File: config.mk
export PLATFORM = sky130hd
export DESIGN_NAME = source_text_tokenizer
export DESIGN_NICKNAME = d
export VERILOG_FILES = /design/src/hdl/stt_pkg.sv /design/src/hdl/source_text_tokenizer.sv
export SDC_FILE = /design/constraint.sdc
export NUM_CORES = 1
export LEC_CHECK = 0
export BUFFER_PORTS_ARGS = -buffer_cell sky130_fd_sc_hd__buf_2
export CORE_MARGIN = 4
export CORE_UTILIZATION = 50
export DETAILED_ROUTE_END_ITERATION = 6
export HOLD_SLACK_MARGIN = 0.03
export PLACE_DENSITY = 0.83
export SYNTH_ARGS = -nofsm -noshare
export SYNTH_HDL_FRONTEND = slang
export SYNTH_SLANG_ARGS = --single-unit
File: constraint.sdc
create_clock -name clk -period 3.5 [get_ports clk]
set_clock_uncertainty 0.1 [all_clocks]
set_input_delay 0.175 -clock clk [delete_from_list [all_inputs] [get_ports clk]]
set_output_delay 0.175 -clock clk [all_outputs]
set_load 0.01 [all_outputs]
File: src/hdl/stt_pkg.sv
// ----------------------------------------------------------------------------
// stt_pkg
// Types, character codes and classification helpers for the source text
// tokenizer.
// ----------------------------------------------------------------------------
package stt_pkg;

  // Token kinds carried on the output request.
  localparam logic [1:0] KIND_IDENT  = 2'd0;
  localparam logic [1:0] KIND_NUMBER = 2'd1;
  localparam logic [1:0] KIND_SYMBOL = 2'd2;

  // Characters that steer the scanner.
  localparam logic [7:0] CH_UNDERSCORE = 8'h5F;
  localparam logic [7:0] CH_COLON      = 8'h3A;
  localparam logic [7:0] CH_EQUAL      = 8'h3D;
  localparam logic [7:0] CH_SLASH      = 8'h2F;
  localparam logic [7:0] CH_STAR       = 8'h2A;
  localparam logic [7:0] CH_NEWLINE    = 8'h0A;

  // Scanner modes.
  typedef enum logic [2:0] {
    MODE_IDLE       = 3'd0,
    MODE_IDENT      = 3'd1,
    MODE_NUMBER     = 3'd2,
    MODE_COLON      = 3'd3,
    MODE_SLASH      = 3'd4,
    MODE_BLOCK      = 3'd5,
    MODE_BLOCK_STAR = 3'd6,
    MODE_LINE       = 3'd7
  } scan_mode_t;

  // One input request: a source byte or the end-of-text mark.
  typedef struct packed {
    logic [7:0] ch;
    logic       end_of_text;
  } stt_in_t;

  // One output request: a single token character.
  typedef struct packed {
    logic [7:0] token_char;
    logic [1:0] token_kind;
    logic       token_end;
    logic       run_end;
  } stt_out_t;

  // What a fresh byte does when the scanner is idle.
  typedef struct packed {
    scan_mode_t mode;
    logic [7:0] held;
    logic       sym;
  } stt_start_t;

  function automatic logic is_letter(input logic [7:0] c);
    return (c >= 8'h41 && c <= 8'h5A) || (c >= 8'h61 && c <= 8'h7A) ||
           (c == CH_UNDERSCORE);
  endfunction

  function automatic logic is_digit(input logic [7:0] c);
    return c >= 8'h30 && c <= 8'h39;
  endfunction

  function automatic logic is_single_symbol(input logic [7:0] c);
    return c == 8'h2B || c == 8'h2D || c == CH_STAR || c == CH_EQUAL ||
           c == 8'h5B || c == 8'h5D || c == 8'h28 || c == 8'h29 ||
           c == 8'h2C || c == 8'h3B;
  endfunction

  // Classifies a byte seen in idle mode.
  function automatic stt_start_t start_byte(input logic [7:0] c);
    stt_start_t s;
    s.mode = MODE_IDLE;
    s.held = 8'h00;
    s.sym  = 1'b0;
    if (is_letter(c)) begin
      s.mode = MODE_IDENT;
      s.held = c;
    end else if (is_digit(c)) begin
      s.mode = MODE_NUMBER;
      s.held = c;
    end else if (c == CH_COLON) begin
      s.mode = MODE_COLON;
      s.held = c;
    end else if (c == CH_SLASH) begin
      s.mode = MODE_SLASH;
      s.held = c;
    end else if (is_single_symbol(c)) begin
      s.sym = 1'b1;
    end
    return s;
  endfunction

endpackage

File: src/hdl/source_text_tokenizer.sv
// ----------------------------------------------------------------------------
// source_text_tokenizer
// Streaming tokenizer that turns source bytes into tagged token characters.
// ----------------------------------------------------------------------------
// Usage:
//   The src channel takes one request per byte (src_req.ch) or an end-of-text
//   request (src_req.end_of_text = 1), which flushes a pending token. The tok
//   channel gives one request per token character, tagged with its kind, an
//   end-of-token mark and a run_end mark on the last character caused by one
//   source request. A source request causes zero, one or two characters.
//   Identifier and number characters leave one source request late, since
//   the following byte decides where the token ends.
//   A character is written into the result queue when the source request
//   that caused it is accepted, and leaves on tok from the queue head.
//   Throughput: one source request per cycle while each causes at most one
//   character and src_stall is low; the tok side drains one character per
//   cycle while tok_stall is low, so a run of two-character requests
//   (such as ':=' or a token followed by a symbol) is limited by the
//   output rate. A four-entry result queue sets this: src_stall rises when
//   fewer than two entries are free. Reset empties the queue and returns
//   the scanner to idle. When the receiver stalls, the head character holds
//   on tok_req and the queue fills until src_stall rises.
// ----------------------------------------------------------------------------
module source_text_tokenizer
  import stt_pkg::*;
(
  input  logic     clk,
  input  logic     rst,
  input  logic     src_valid,
  output logic     src_stall,
  input  stt_in_t  src_req,
  output logic     tok_valid,
  input  logic     tok_stall,
  output stt_out_t tok_req
);

  // Scanner state.
  scan_mode_t scan_mode, scan_mode_next;
  logic [7:0] held_char, held_char_next;

  // Result queue.
  stt_out_t   queue [4];
  logic [1:0] head, tail;
  logic [2:0] count, count_next;

  // Results of the current source request.
  stt_out_t   res0, res1;
  logic [1:0] res_num;

  logic accept, pop;

  stt_start_t st;
  logic       restart;
  stt_out_t   first;
  logic       first_vld;

  assign accept    = src_valid && !src_stall;
  assign pop       = tok_valid && !tok_stall;
  assign src_stall = (count > 3'd2);
  assign tok_valid = (count != 3'd0);
  assign tok_req   = queue[head];

  // Scanner step: next mode, held character and up to two results.
  always_comb begin
    st             = start_byte(src_req.ch);
    scan_mode_next = scan_mode;
    held_char_next = held_char;
    restart        = 1'b0;
    first          = '0;
    first_vld      = 1'b0;
    res0           = '0;
    res1           = '0;
    res_num        = 2'd0;

    if (src_req.end_of_text) begin
      scan_mode_next = MODE_IDLE;
      held_char_next = 8'h00;
      case (scan_mode)
        MODE_IDENT: begin
          first     = '{held_char, KIND_IDENT, 1'b1, 1'b0};
          first_vld = 1'b1;
        end
        MODE_NUMBER: begin
          first     = '{held_char, KIND_NUMBER, 1'b1, 1'b0};
          first_vld = 1'b1;
        end
        MODE_COLON: begin
          first     = '{CH_COLON, KIND_SYMBOL, 1'b1, 1'b0};
          first_vld = 1'b1;
        end
        MODE_SLASH: begin
          first     = '{CH_SLASH, KIND_SYMBOL, 1'b1, 1'b0};
          first_vld = 1'b1;
        end
        default: begin
        end
      endcase
    end else begin
      unique case (scan_mode)
        MODE_IDENT: begin
          first_vld = 1'b1;
          if (is_letter(src_req.ch) || is_digit(src_req.ch)) begin
            first          = '{held_char, KIND_IDENT, 1'b0, 1'b0};
            held_char_next = src_req.ch;
          end else begin
            first   = '{held_char, KIND_IDENT, 1'b1, 1'b0};
            restart = 1'b1;
          end
        end
        MODE_NUMBER: begin
          first_vld = 1'b1;
          if (is_digit(src_req.ch)) begin
            first          = '{held_char, KIND_NUMBER, 1'b0, 1'b0};
            held_char_next = src_req.ch;
          end else begin
            first   = '{held_char, KIND_NUMBER, 1'b1, 1'b0};
            restart = 1'b1;
          end
        end
        MODE_COLON: begin
          first_vld = 1'b1;
          if (src_req.ch == CH_EQUAL) begin
            // Assignment operator: both characters leave now.
            first          = '{CH_COLON, KIND_SYMBOL, 1'b0, 1'b0};
            scan_mode_next = MODE_IDLE;
            held_char_next = 8'h00;
          end else begin
            first   = '{CH_COLON, KIND_SYMBOL, 1'b1, 1'b0};
            restart = 1'b1;
          end
        end
        MODE_SLASH: begin
          if (src_req.ch == CH_STAR) begin
            scan_mode_next = MODE_BLOCK;
            held_char_next = 8'h00;
          end else if (src_req.ch == CH_SLASH) begin
            scan_mode_next = MODE_LINE;
            held_char_next = 8'h00;
          end else begin
            first     = '{CH_SLASH, KIND_SYMBOL, 1'b1, 1'b0};
            first_vld = 1'b1;
            restart   = 1'b1;
          end
        end
        MODE_BLOCK: begin
          if (src_req.ch == CH_STAR) begin
            scan_mode_next = MODE_BLOCK_STAR;
          end
        end
        MODE_BLOCK_STAR: begin
          if (src_req.ch == CH_SLASH) begin
            scan_mode_next = MODE_IDLE;
          end else if (src_req.ch != CH_STAR) begin
            scan_mode_next = MODE_BLOCK;
          end
        end
        MODE_LINE: begin
          if (src_req.ch == CH_NEWLINE) begin
            scan_mode_next = MODE_IDLE;
          end
        end
        MODE_IDLE: begin
          restart = 1'b1;
        end
      endcase
    end

    // The byte that ended a token is taken again as a fresh byte.
    if (restart) begin
      scan_mode_next = st.mode;
      held_char_next = st.held;
    end

    // Pack the results in order and mark the last one.
    if (first_vld) begin
      res0    = first;
      res_num = 2'd1;
      if (!src_req.end_of_text && scan_mode == MODE_COLON &&
          src_req.ch == CH_EQUAL) begin
        res1    = '{CH_EQUAL, KIND_SYMBOL, 1'b1, 1'b1};
        res_num = 2'd2;
      end else if (restart && st.sym) begin
        res1    = '{src_req.ch, KIND_SYMBOL, 1'b1, 1'b1};
        res_num = 2'd2;
      end else begin
        res0.run_end = 1'b1;
      end
    end else if (restart && st.sym) begin
      res0    = '{src_req.ch, KIND_SYMBOL, 1'b1, 1'b1};
      res_num = 2'd1;
    end
  end

  // Queue occupancy.
  always_comb begin
    count_next = count;
    if (accept) begin
      count_next = count_next + {1'b0, res_num};
    end
    if (pop) begin
      count_next = count_next - 3'd1;
    end
  end

  // Control registers.
  always_ff @(posedge clk) begin
    if (rst) begin
      scan_mode <= MODE_IDLE;
      held_char <= 8'h00;
      head      <= 2'd0;
      tail      <= 2'd0;
      count     <= 3'd0;
    end else begin
      count <= count_next;
      if (accept) begin
        scan_mode <= scan_mode_next;
        held_char <= held_char_next;
        tail      <= tail + res_num;
      end
      if (pop) begin
        head <= head + 2'd1;
      end
    end
  end

  // Queue payload.
  always_ff @(posedge clk) begin
    if (accept && res_num != 2'd0) begin
      queue[tail] <= res0;
      if (res_num == 2'd2) begin
        queue[tail + 2'd1] <= res1;
      end
    end
  end

endmodule

# ---- Yosys cells after proc, flatten, opt, wreduce, memory -nomap -nowiden
# Memories as Yosys holds them, arrays and structs flattened. A register that Yosys moved wholly into a read port is not among the register bits.
# Cells that the tools add are included.
dict set report op_classes {
  n_mux 64
  n_eq_ne 30
  order_cmp 7
  n_addsub 5
  reduce_logical 33
}
# op n
set op_table {}
lappend op_table {{$pmux W12 S4} 2}
lappend op_table {{$eq A8 B6 Y1 const B} 10}
lappend op_table {{$mux W12} 5}
lappend op_table {{$mux W8} 7}
lappend op_table {{$mux W11} 4}
lappend op_table {{$mux W3} 11}
lappend op_table {{$pmux W8 S4} 1}
lappend op_table {{$eq A8 B7 Y1 const B} 3}
lappend op_table {{$mux W1} 21}
lappend op_table {{$mux W10} 2}
lappend op_table {{$ge A8 B7 Y1 const B} 2}
lappend op_table {{$le A8 B7 Y1 const B} 2}
lappend op_table {{$mux W2} 8}
lappend op_table {{$ne A4 B4 Y1 const B} 4}
lappend op_table {{$pmux W3 S5} 1}
lappend op_table {{$eq A3 B3 Y1 const B} 4}
lappend op_table {{$logic_or A1 B1 Y1} 12}
lappend op_table {{$ne A5 B5 Y1 const B} 2}
lappend op_table {{$logic_and A1 B1 Y1} 9}
lappend op_table {{$eq A8 B4 Y1 const B} 1}
lappend op_table {{$ge A8 B6 Y1 const B} 1}
lappend op_table {{$le A8 B6 Y1 const B} 1}
lappend op_table {{$ne A8 B6 Y1 const B} 1}
lappend op_table {{$reduce_and A7 Y1} 1}
lappend op_table {{20 further kinds} 24}
dict set report word_totals {
  ramBits 48
  reg_bits 18
  out_inout_bits 14
  mem_count 1
}
# memory depth word_bits rd rd_clocked_by_memory_dff wr line
set mem_list {}
lappend mem_list {queue 4 12 1 1 2 source_text_tokenizer.sv:42} ;# stt_out_t queue [4];

# ---- Logic depth before layout (Yosys ltp)
# Gate-level depths: netlist (run 1).
dict set report depth {
  word_depth 23
  ltp_mapped 17
  mapped_depth_nobuf 15
}

# ---- Worst setup path before layout (run 1)
# OpenSTA, ideal clock, no wires.
dict set report synth_timing {
  kind {in2reg}
  startpoint {input port src_req[7] (netlist bit)}
  endpoint {register count[1]}
  required_ps 3335
  path_buffers 2
  cell_stages 16
  slack_ps -162
  t_arrival_ps 3497
  cell_sequence {buf_2 or4b_4 or3_4 o211ai_1 nand2_1 buf_2 nor2_1 nor2_1 ha_1 inv_1 fa_1 nor2_1 a21oi_1 ha_1 mux2_2 nor2_1}
}
dict set report synth_via {
  elab_chain_len 23
  elab_cells_between_ends 58
}
# item line
set synth_rtl {}
lappend synth_rtl {{start, declared} source_text_tokenizer.sv:31} ;# input stt_in_t src_req,
lappend synth_rtl {{$eq A8 B6 Y1} stt_pkg.sv:64} ;# return c == 8'h2B || c == 8'h2D || c == CH_STAR || c == CH_EQUAL ||
lappend synth_rtl {{$logic_or A1 B1 Y1 (4 in series)} stt_pkg.sv:64}
lappend synth_rtl {{$logic_or A1 B1 Y1 (4 in series)} stt_pkg.sv:65} ;# c == 8'h5B || c == 8'h5D || c == 8'h28 || c == 8'h29 ||
lappend synth_rtl {{$logic_or A1 B1 Y1} stt_pkg.sv:66} ;# c == 8'h2C || c == 8'h3B;
lappend synth_rtl {{$mux W1} stt_pkg.sv:87} ;# end else if (is_single_symbol(c)) begin
lappend synth_rtl {{$mux W1} stt_pkg.sv:84} ;# end else if (c == CH_SLASH) begin
lappend synth_rtl {{$mux W1} stt_pkg.sv:81} ;# end else if (c == CH_COLON) begin
lappend synth_rtl {{$mux W1} stt_pkg.sv:78} ;# end else if (is_digit(c)) begin
lappend synth_rtl {{$mux W1} stt_pkg.sv:75} ;# if (is_letter(c)) begin
lappend synth_rtl {{$logic_and A1 B1 Y1} {source_text_tokenizer.sv:182, source_text_tokenizer.sv:188}}
lappend synth_rtl {{$mux W2} source_text_tokenizer.sv:182} ;# end else if (restart && st.sym) begin
lappend synth_rtl {{$mux W2} source_text_tokenizer.sv:178} ;# if (!src_req.end_of_text && scan_mode == MODE_COLON &&
lappend synth_rtl {{$mux W2 (*)} source_text_tokenizer.sv:175} ;# if (first_vld) begin
lappend synth_rtl {{$add A3 B2 Y3 (*)} source_text_tokenizer.sv:198} ;# count_next = count_next + {1'b0, res_num};
lappend synth_rtl {{$mux W3 (*)} source_text_tokenizer.sv:197} ;# if (accept) begin
lappend synth_rtl {{$sub A3 B1 Y3} source_text_tokenizer.sv:201} ;# count_next = count_next - 3'd1;
lappend synth_rtl {{$mux W3 (*)} source_text_tokenizer.sv:200} ;# if (pop) begin
lappend synth_rtl {{end signal, assigned} source_text_tokenizer.sv:214} ;# count <= count_next;
lappend synth_rtl {{end, declared} source_text_tokenizer.sv:44} ;# logic [2:0] count, count_next;
# Every way passes the cells marked *; elsewhere a longest branch is shown, timed or not.
# A chain may end at the register's enable or synchronous reset.

# ---- Worst setup path in the final report (run 1)
dict set report layout_timing {
  startpoint {register scan_mode[0]}
  endpoint {register count[1]}
}
dict set report layout_via {
  elab_chain_len 11
  elab_cells_between_ends 23
}
# item line
set layout_rtl {}
lappend layout_rtl {{start, declared} source_text_tokenizer.sv:38} ;# scan_mode_t scan_mode, scan_mode_next;
lappend layout_rtl {{start signal, assigned} source_text_tokenizer.sv:216} ;# scan_mode <= scan_mode_next;
lappend layout_rtl {{$eq A3 B3 Y1 (tied with other cells)} {source_text_tokenizer.sv:78, source_text_tokenizer.sv:99}}
lappend layout_rtl {{$pmux W1 S5} source_text_tokenizer.sv:99} ;# unique case (scan_mode)
lappend layout_rtl {{$mux W1} source_text_tokenizer.sv:75} ;# if (src_req.end_of_text) begin
lappend layout_rtl {{$logic_and A1 B1 Y1} {source_text_tokenizer.sv:182, source_text_tokenizer.sv:188}}
lappend layout_rtl {{$mux W2} source_text_tokenizer.sv:182}
lappend layout_rtl {{$mux W2} source_text_tokenizer.sv:178}
lappend layout_rtl {{$mux W2 (*)} source_text_tokenizer.sv:175}
lappend layout_rtl {{$add A3 B2 Y3 (*)} source_text_tokenizer.sv:198}
lappend layout_rtl {{$mux W3 (*)} source_text_tokenizer.sv:197}
lappend layout_rtl {{$sub A3 B1 Y3} source_text_tokenizer.sv:201}
lappend layout_rtl {{$mux W3 (*)} source_text_tokenizer.sv:200}
# Marks and branches as above.

==> results of run 1 <==
## where the power goes
part	internal (uW)	total, uW	switching (uW)
sequential	929	1010	81.9
clock	329	639	310
combinational	329	744	415
total	1590	2390	807
## cell usage after synthesis (4+ instances only)
master | number | share of area
o22ai_1 | 23 | 0.038
and2_1 | 6 | 0.0099
nand3_1 | 4 | 0.0053
o21ai_0 | 17 | 0.022
xnor2_1 | 4 | 0.0093
nor2_1 | 35 | 0.035
o31ai_1 | 6 | 0.012
mux2i_1 | 6 | 0.016
a31oi_1 | 4 | 0.0066
buf_2 | 6 | 0.0079
inv_1 | 8 | 0.0079
clkbuf_1 | 13 | 0.013
nor3_1 | 8 | 0.011
buf_1 | 4 | 0.0040
a221oi_1 | 5 | 0.012
dfxtp_1 | 24 | 0.13
o21ai_1 | 9 | 0.012
a21oi_1 | 18 | 0.024
nand2_1 | 41 | 0.041
mux4_2 | 12 | 0.071
a211oi_1 | 4 | 0.0079
edfxtp_1 | 44 | 0.35
## stage by stage
stage	std cells	area, um^2
final	510	4360
after global routing	510	4360
after CTS	509	4340
after detailed placement	493	4150
after global placement	493	4150
after floorplan	364	3800
## layer usage
| layer | vias up | global-route usage | wire [um] |
|---|---|---|---|
| li1 | 1478 | - | - |
| met1 | 1470 | 0.266 | 3650 |
| met2 | 173 | 0.352 | 4500 |
| met3 | 29 | 0.0462 | 704 |
| met4 | 0 | 0.118 | 286 |
| met5 | - | 0 | 0 |
## repair_timing
item                                    CTS  global route
hold buffers                              0             0
buffers inserted                          0             1
resized for setup                         0             2
endpoints found under the setup margin    0             2
## state kept, by name, summed over array words and instances, names as in the netlist, named ones only
| register | count |
|---|---|
| queue | 48 |
| count | 3 |
| head | 2 |
| tail | 2 |
| held_char | 8 |
| scan_mode | 3 |
## worst max-delay path: stages (launching register included)
cell       delay [ns]
dfxtp_1          0.43
inv_1            0.14
a2111oi_2        0.29
o21ai_1          0.15
a211oi_2         0.37
nor2_4           0.05
nor2_1           0.14
ha_1             0.16
inv_1            0.05
fa_1             0.47
nor2_1           0.04
a21oi_1          0.16
ha_1             0.25
mux2_2           0.26
nor2_1           0.07
## area by class of cell
class | instances | area, um^2
Fill cell | 628 | 2940
Multi-Input combinational cell | 264 | 1860
Sequential cell | 68 | 1800
Timing Repair Buffer | 55 | 348
Clock buffer | 10 | 128
Tap cell | 99 | 124
Clock inverter | 6 | 66.3
Inverter | 8 | 30.0
## worst min path at each step
stage	startpoint	endpoint
2_1_floorplan	src_req[4]	held_char[3]
3_3_place_gp	held_char[6]	held_char[6]
3_5_place_dp	held_char[6]	held_char[6]
4_1_cts	src_req[4]	held_char[3]
5_1_grt	src_req[4]	held_char[3]
6_report	src_req[4]	held_char[3]
## logic make-up after synthesis
family	after synthesis
buffers and inverters	32
DFF	68
adders and majority gates	5
and+or+nand+nor	118
xor gates and xnor gates	7
muxes	19
AOI/OAI and AO/OA	115
==> metrics.md, run 1 <==
| Metric | Value |
|---|---|
| Crit path capture type | register |
| RePlAce Congestion | 0.917 |
| CTS tree | done |
| Max Freq | 313 MHz |
| Max cap viols | 0 |
| Hold Path Stages | 3 |
| Synth Area in Adders | 0.0179 |
| Min Hold Slack | 0.0540 ns |
| DP Worst Slack | 0.0573 ns |
| Synthesis-to-finish area growth | 15.2% |
| Synth warnings | 0 |
| RSZ-0062 raised after global routing | false |
| Post-synthesis cell area | 3780 um^2 |
| Synth Area in Simple Gates | 0.152 |
| Worst setup path end | count[1] |
| Async S/R FF share, synth | 0 |
| Post-Synth XOR/XNOR Area | 0.0162 |
| Fin crit share | 0.913 |
| Commonest non-fill, non-tap cell in the layout | edfxtp_1 |
| Gr usage total | 0.216 |
| Fin util | 0.597 |
| Reg2reg path depth | 14 |
| Overflow after GRT | 0 |
| Clock-pin slew on the worst setup and hold paths | 0.08 ns |
| Die area | 9020 um^2 |
| DRT iter0 DRCs | 445 |
| # setup viols final | 0 |
| Worst Setup Start Kind | register |
| Post-synthesis mux area share | 0.0903 |
| Complex-gate fraction of the synthesized area | 0.211 |
| Area of the core | 7290 um^2 |
| Primary FF master, synth | edfxtp_1 |
| Ports | 27 |
| Commonest non-fill, non-tap cells in the layout | edfxtp_1, nand2_1, nor2_1 |
| Die X | 95.0 um |
| Critical path fanouts, max | 7 |
| Crit Path Category | register to register |
| Ratio of cells with drive above 1 in the final layout | 0.246 |
| CTS buffer count | 9 |
| Root Driver | clkbuf_8 |
| Distinct cell type count after synthesis | 65 |
| Via density per instance | 6.18 |
| Final hold vios | 0 |
| First-pass GRT wire length | 14.8 mm |
| R2r setup slk | 0.31 ns |
| Hold Crit Class | primary input to register |
| PortBufs | 26 |
| Pin slew with the least headroom to its limit | 0.832 ns |
| CP Data Arrival Time | 3.37 ns |
| Syn_area_per_cell | 10.4 um^2 |
| Initial antenna violation count | 0 |
| VDD IR max | 0.256 mV |
| Largest net degree at the start of global routing | 20 |
| Num rows | 31 |
| Clock tree buffer depth | 2 |
| Vias after detailed routing | 3,150 |
| Net Count, Synth | 381 |
| Post-DRT Antenna Nets | 0 |
| Htree depth | 3 |
| Starting Density | 0.519 |
| Status | complete, no violations |
| Slew margin rel. | 0.444 |
| DR DRC count | 0 |
| Setup WS post-layout | 0.305 ns |
| Cells after synthesis | 364 |
| Tmin final | 3.19 ns |
| Vias in the first global route | 3,075 |
| DP HPWL | 6.59 mm |
| Sequential area share after synthesis | 0.476 |
| Fin Setup TNS | 0 ns |
| TritonRoute pass-1 iters | 5 |
| Yosys reg bits | 68 |
| Die height | 95.0 um |
| Largest family of logic cells by synthesized area | compound AO/OA/AOI/OAI gates |
| Worst path required time | 3.68 ns |
| Final wirelength | 9.14 mm |
| CP Launch Point | scan_mode[0] |
| N_diodes | 0 |
| Clock Latency Late Sink | 0.34 ns |
| CTS Sinks | 68 |
| Total chip power | 2390 uW |
| Pwr dens | 550 nW/um^2 |
| Leak | 0.00156 uW |
| NumNets Final | 423 |
| Count of pins over their slew limit | 0 |
| Reg-to-reg critical path startpoint | scan_mode[0] |
| R2r endpoint | count[1] |
| Post-synth EDFFs | 44 |
| Routed length per instance | 17.9 um |
(Power assumes the default switching activity.)
==> inputs of run 2 (changes only) <==
--- a/config.mk
+++ b/config.mk
@@ -5,12 +5,12 @@
 export SDC_FILE = /design/constraint.sdc
 export NUM_CORES = 1
 export LEC_CHECK = 0
-export BUFFER_PORTS_ARGS = -buffer_cell sky130_fd_sc_hd__buf_2
 export CORE_MARGIN = 4
 export CORE_UTILIZATION = 50
 export DETAILED_ROUTE_END_ITERATION = 6
+export DONT_BUFFER_PORTS = 1
 export HOLD_SLACK_MARGIN = 0.03
-export PLACE_DENSITY = 0.83
+export PLACE_DENSITY = 0.8
 export SYNTH_ARGS = -nofsm -noshare
 export SYNTH_HDL_FRONTEND = slang
 export SYNTH_SLANG_ARGS = --single-unit
==> constraint.sdc (replaced) <==
create_clock -name clk -period 3.5 [get_ports clk]
set_clock_uncertainty 0.1 [all_clocks]
set_input_delay 0.875 -clock clk [delete_from_list [all_inputs] [get_ports clk]]
set_output_delay 0.875 -clock clk [all_outputs]
set_load 0.01 [all_outputs]
==> metrics.md, run 2 (synthesis results as in run 1) <==
| Metric | Value |
|---|---|
| Final hold vios | 0 |
| Count of pins over their slew limit | 0 |
| PortBufs | 0 |
| Pwr dens | 566 nW/um^2 |
| Post-DRT Antenna Nets | 0 |
| Starting Density | 0.519 |
| Crit path capture type | register |
| Tmin final | 3.59 ns |
| Hold path start | held_char[7] |
| Area of the multi-input gates | 1960 um^2 |
| Post-layout instance area | 4510 um^2 |
| Max FFs per register | 48 |
| Sw frac | 0.333 |
| Pin slew with the least headroom to its limit | 0.669 ns |
| CP Launch Point | src_req[5] |
| CP Data Arrival Time | 3.78 ns |
| Vias after detailed routing | 3,155 |
| Slew margin rel. | 0.552 |
| Flop pwr share | 0.385 |
| Largest net degree at the start of global routing | 20 |
| Die height | 95.0 um |
| Fin crit share | 1.02 |
| Worst Setup Start Kind | primary input |
| Overflow after GRT | 0 |
| Ratio of cells with drive above 1 in the final layout | 0.264 |
| Die area | 9020 um^2 |
| Clock-pin slew on the worst setup and hold paths | 0.08 ns |
| Commonest non-fill, non-tap cells in the layout | buf_4, edfxtp_1, nand2_1 |
| Ports | 27 |
| First-pass GRT wire length | 15.7 mm |
| Failing checks | design-rule violations, negative setup slack |
| DP HPWL | 6.93 mm |
| CTS buffer count | 9 |
| Max cap viols | 0 |
| Reg-to-reg critical path startpoint | scan_mode[2] |
| # setup viols final | 1 |
| Combinational Power Share | 0.328 |
| Fin util | 0.619 |
| Commonest non-fill, non-tap cell in the layout | buf_4 |
| Routed length per instance | 19.3 um |
| Max Freq | 279 MHz |
| Clock Latency Late Sink | 0.35 ns |
| Critical path fanouts, max | 10 |
| Hold Crit Class | register to register |
| Hold Path Stages | 1 |
| Leak | 0.00160 uW |
| TritonRoute pass-1 iters | 7 |
| RePlAce Congestion | 0.854 |
| Final wirelength | 9.73 mm |
| Gr usage total | 0.231 |
| # fillers | 610 |
| Area of the core | 7290 um^2 |
| Largest regs | queue x48, held_char x8 |
| Clock tree buffer depth | 2 |
| Hold-fix buffers, CTS | 0 |
| Status | finished with violations |
| VDD IR max | 0.444 mV |
| Placed Area | 4200 um^2 |
| Register area | 1800 um^2 |
| DR DRC count | 2 |
| RSZ-0062 raised after global routing | true |
| Most flop-heavy register | queue |
| Crit Path Category | primary input to register |
| Reg2reg path depth | 13 |
| Setup WS post-layout | -0.0856 ns |
| Total chip power | 2550 uW |
| Via density per instance | 6.26 |
| Worst path required time | 3.69 ns |
| CTS tree | done |
| Die X | 95.0 um |
| N_diodes | 0 |
| Root Driver | clkbuf_8 |
| Htree depth | 3 |
| Cell Int Power | 1700 uW |
| Vias in the first global route | 2,989 |
| Sw power | 850 uW |
| Num rows | 31 |
| NumNets Final | 417 |
| DRT iter0 DRCs | 308 |
| CTS Sinks | 68 |
| Synthesis-to-finish area growth | 19.3% |
| Initial antenna violation count | 0 |
| Clock share of power | 0.287 |
## run 2: cell count changes in the layout (fill, tap and decap cells not counted), moves of 2 or more
cell | previous run | this run
clkinvlp_4 | 3 | 1
buf_2 | 26 | 0
nor2_1 | 34 | 32
ha_4 | 0 | 2
ha_1 | 3 | 1
inv_6 | 0 | 2
buf_4 | 29 | 49
## run 2: final timing paths
kind | to | slack (ns)
hold reg to reg | held_char[7] | 0.37
hold / removal | held_char[7] | 0.37
setup reg to reg | count[1] | 0.38
setup / recovery | count[1] | -0.09
## run 2: repair_timing
| item | 4_1_cts | 5_1_grt |
|---|---|---|
| buffers inserted | 1 | 2 |
| gates resized for setup | 2 | 10 |
| pin swaps | 3 | 2 |
| setup endpoints to repair | 2 | 2 |
## run 2: stage by stage
stage | setup slack, ns | cells | hold slack (ns) | TNS, ns
after global routing | -0.185 | 504 | 0.390 | -0.298
final | -0.0856 | 504 | 0.373 | -0.0856
after detailed placement | -0.559 | 485 | 0.364 | -0.963
after floorplan | -0.620 | 364 | 0.332 | -1.17
after CTS | -0.113 | 502 | 0.375 | -0.113
after global placement | -0.475 | 485 | 0.336 | -0.834
## run 2: metal layers
metal | vias up | wire length (um) | GRT usage
met4 | 0 | 195 | 0.0829
met2 | 149 | 4910 | 0.372
met5 | - | 0 | 0
li1 | 1459 | - | -
met1 | 1525 | 4000 | 0.305
met3 | 22 | 626 | 0.0566
## run 2: layout make-up
class                   instances  area share
clock buffers                   9      0.0275
clock inverters                 7      0.0219
inverters                       8     0.00666
multi-input cells             264       0.436
flip-flops and latches         68       0.399
well taps                      99      0.0275
repair buffers                 49      0.0816
## run 2: worst max-delay path, cell delays in order
cell      delay, ns
or4b_4         0.58
or3_4          0.39
o211ai_1       0.22
nand2_1        0.14
nor2_4         0.17
nor2_4         0.06
ha_4           0.16
inv_2          0.04
fa_1           0.40
nor2_1         0.12
a21oi_2        0.07
ha_4           0.23
mux2_4         0.26
nor2_2         0.07
## run 2: power by group through the flow
stage	Combinational (uW)	Clock, uW	Sequential (uW)
4_1_cts	760	737	979
3_5_place_dp	751	0	997
6_report	838	732	984
5_1_grt	926	789	993
2_1_floorplan	575	0	980
3_3_place_gp	733	0	992
==> inputs of run 3 (changes only) <==
--- a/config.mk
+++ b/config.mk
@@ -5,6 +5,7 @@
 export SDC_FILE = /design/constraint.sdc
 export NUM_CORES = 1
 export LEC_CHECK = 0
+export ABC_AREA = 1
 export CORE_MARGIN = 4
 export CORE_UTILIZATION = 50
 export DETAILED_ROUTE_END_ITERATION = 6
==> metrics.md, run 3 <==
| Metric | Value |
|---|---|
| Clock-pin slew on the worst setup and hold paths | 0.07 ns |
| Post-synthesis cell area | 4140 um^2 |
| Min Hold Slack | 0.369 ns |
| Vias after detailed routing | 3,624 |
| Async S/R FF share, synth | 0 |
| Met1 Routed Length | 4.16 mm |
| Sequential area share after synthesis | 0.435 |
| CTS buffer count | 9 |
| VDD IR max | 0.273 mV |
| Commonest non-fill, non-tap cell in the layout | nand2_1 |
| Distinct cell type count after synthesis | 38 |
| Pwr dens | 664 nW/um^2 |
| DP HPWL | 7.43 mm |
| Worst path required time | 3.68 ns |
| Vias in the first global route | 3,357 |
| Largest regs | queue x48, held_char x8 |
| Crit-path cells | inv_1 -> nand2_4 -> nor2_4 -> nand2_1 -> nand2_1 -> nand2_2 -> nor2_4 -> nand2_4 -> nand3_4 -> nand2_4 -> nand2_8 -> nand2_1 -> inv_1 -> ha_1 -> inv_1 -> fa_1 -> nand2_1 -> o21ai_1 -> ha_1 -> nand2_1 -> nand2_1 -> a21oi_1 |
| Initial antenna violation count | 0 |
| Most common cell in the netlist | nand2_1 |
| Count of pins over their slew limit | 0 |
| Synth top cells by count | nand2_1, nor2_1, o21ai_0 |
| Slew margin rel. | 0.579 |
| Routed length per instance | 15.3 um |
| Top sig layer | met4 |
| Die X | 99.0 um |
| Net Count, Synth | 532 |
| CP max stage cell | fa_1 |
| Dominant cells by area after synthesis | edfxtp_1, dfxtp_1, nand2_1 |
| Leak | 0.00194 uW |
| Via density per instance | 5.61 |
| Most flop-heavy register | queue |
| CTS tree | done |
| # fillers | 680 |
| Crit-path leading delay family | simple AND/OR/NAND/NOR gates |
| Yosys reg bits | 68 |
| Primary FF master, synth | edfxtp_1 |
| Largest net degree at the start of global routing | 26 |
| Status | complete, no violations |
| WL met2 | 4.70 mm |
| # setup viols final | 0 |
| CTS Sinks | 68 |
| Final hold vios | 0 |
| Htree depth | 3 |
| NumNets Final | 556 |
| TritonRoute pass-1 iters | 6 |
| Gr usage total | 0.209 |
| RePlAce Congestion | 0.925 |
| DR WL met3 | 796 um |
| Pin slew with the least headroom to its limit | 0.631 ns |
| Hold Crit Class | register to register |
| Clock tree buffer depth | 2 |
| Commonest non-fill, non-tap cells in the layout | nand2_1, nor2_1, o21ai_0 |
| Top cell type's share of synthesized area | 0.319 |
| DR DRC count | 0 |
| Starting Density | 0.525 |
| Overflow after GRT | 0 |
| Die area | 9800 um^2 |
| Bufs and invs on worst path | 3 |
| Tmin final | 3.22 ns |
| Critical path fanouts, max | 5 |
| Cells after synthesis | 515 |
| Synth warnings | 0 |
| Ports | 27 |
| RSZ-0062 raised after global routing | false |
| First-pass GRT wire length | 16.4 mm |
| Crit path top cell by count | nand2_1 |
| Post-synth EDFFs | 44 |
| Root Driver | clkbuf_8 |
| Syn_area_per_cell | 8.04 um^2 |
| Ratio of cells with drive above 1 in the final layout | 0.184 |
| Die height | 99.0 um |
| Worst path max stage delay | 0.47 ns |
| Max FFs per register | 48 |
| Crit Path Category | primary input to register |
| CP Data Arrival Time | 3.40 ns |
| Post-DRT Antenna Nets | 0 |
| Area of the core | 7890 um^2 |
| Fin crit share | 0.919 |
| Final wirelength | 9.86 mm |
| PortBufs | 0 |
| Cell accounting for the most synthesized area | edfxtp_1 |
| Crit path capture type | register |
| Setup WS post-layout | 0.282 ns |
| Clock Latency Late Sink | 0.35 ns |
| DRT iter0 DRCs | 234 |
| Synthesis-to-finish area growth | 11.1% |
| N_diodes | 0 |
| Max Freq | 311 MHz |
| Num rows | 32 |
| Max cap viols | 0 |
| Worst Setup Start Kind | primary input |
| DP Worst Slack | -0.0829 ns |
## run 3: per-layer routing
metal,track usage,vias up
li1,-,1795
met1,0.277,1661
met2,0.334,147
met3,0.0481,21
met4,0.0735,0
met5,0,-
## run 3: final cells by class
class,instances,area [um^2],share of cell area
Clock inverter,6,62.6,0.0136
Tap cell,102,128,0.0277
Clock buffer,10,138,0.0299
Multi-Input combinational cell,391,2120,0.460
Sequential cell,68,1800,0.392
Inverter,47,189,0.0411
Timing Repair Buffer,22,165,0.0359
## run 3: report_power, final
| group | leakage [uW] | total, uW | internal [uW] | switching (uW) |
|---|---|---|---|---|
| sequential | 0.000643 | 1110 | 1010 | 98.8 |
| clock | 0.000106 | 656 | 348 | 307 |
| combinational | 0.00119 | 1290 | 402 | 892 |
| total | 0.00194 | 3060 | 1760 | 1300 |
## run 3: cells by family (layout without fill, tap and decap cells)
kind of cell | count (synthesis) | in the layout | share of synthesized area
and+or+nand+nor | 265 | 265 | 0.335
AOI/OAI and AO/OA | 122 | 122 | 0.158
adders and majority gates | 4 | 4 | 0.0139
DFF | 68 | 68 | 0.435
buffers and inverters | 56 | 85 | 0.0574
## run 3: timing repair
| action | CTS | global route |
|---|---|---|
| setup buffers | 0 | 1 |
| setup endpoints to repair | 0 | 1 |
| resized for setup | 0 | 2 |
| hold buffers | 0 | 0 |
## run 3: stage by stage
stage / instances / instance area [um^2] / total power (uW) / utilization / TNS [ns]
after global placement: 629 / 4390 / 2350 / 0.556 / 0
final: 646 / 4600 / 3060 / 0.583 / 0
after detailed placement: 629 / 4390 / 2400 / 0.556 / -0.0943
after global routing: 646 / 4600 / 3260 / 0.583 / 0
after CTS: 645 / 4590 / 3050 / 0.582 / 0
after floorplan: 515 / 4150 / 2080 / - / 0
## run 3: path summary, 6_finish.rpt
check	depth (start not counted)	from	slack, ns	to
min	2	held_char[7]	0.37	held_char[7]
max reg2reg	20	scan_mode[2]	0.36	count[1]
max	22	src_req[7]	0.28	count[1]
min reg2reg	2	held_char[7]	0.37	held_char[7]
## run 3: worst reg2reg max path: cells and delay by family, from the launching register on
kind | cells | cell delay, ns
AND/OR/NAND/NOR | 12 | 0.99
adder cells (fa/ha/maj) | 3 | 0.88
flip-flops | 1 | 0.63
buffers and inverters | 3 | 0.26
AO/OA/AOI/OAI | 2 | 0.20
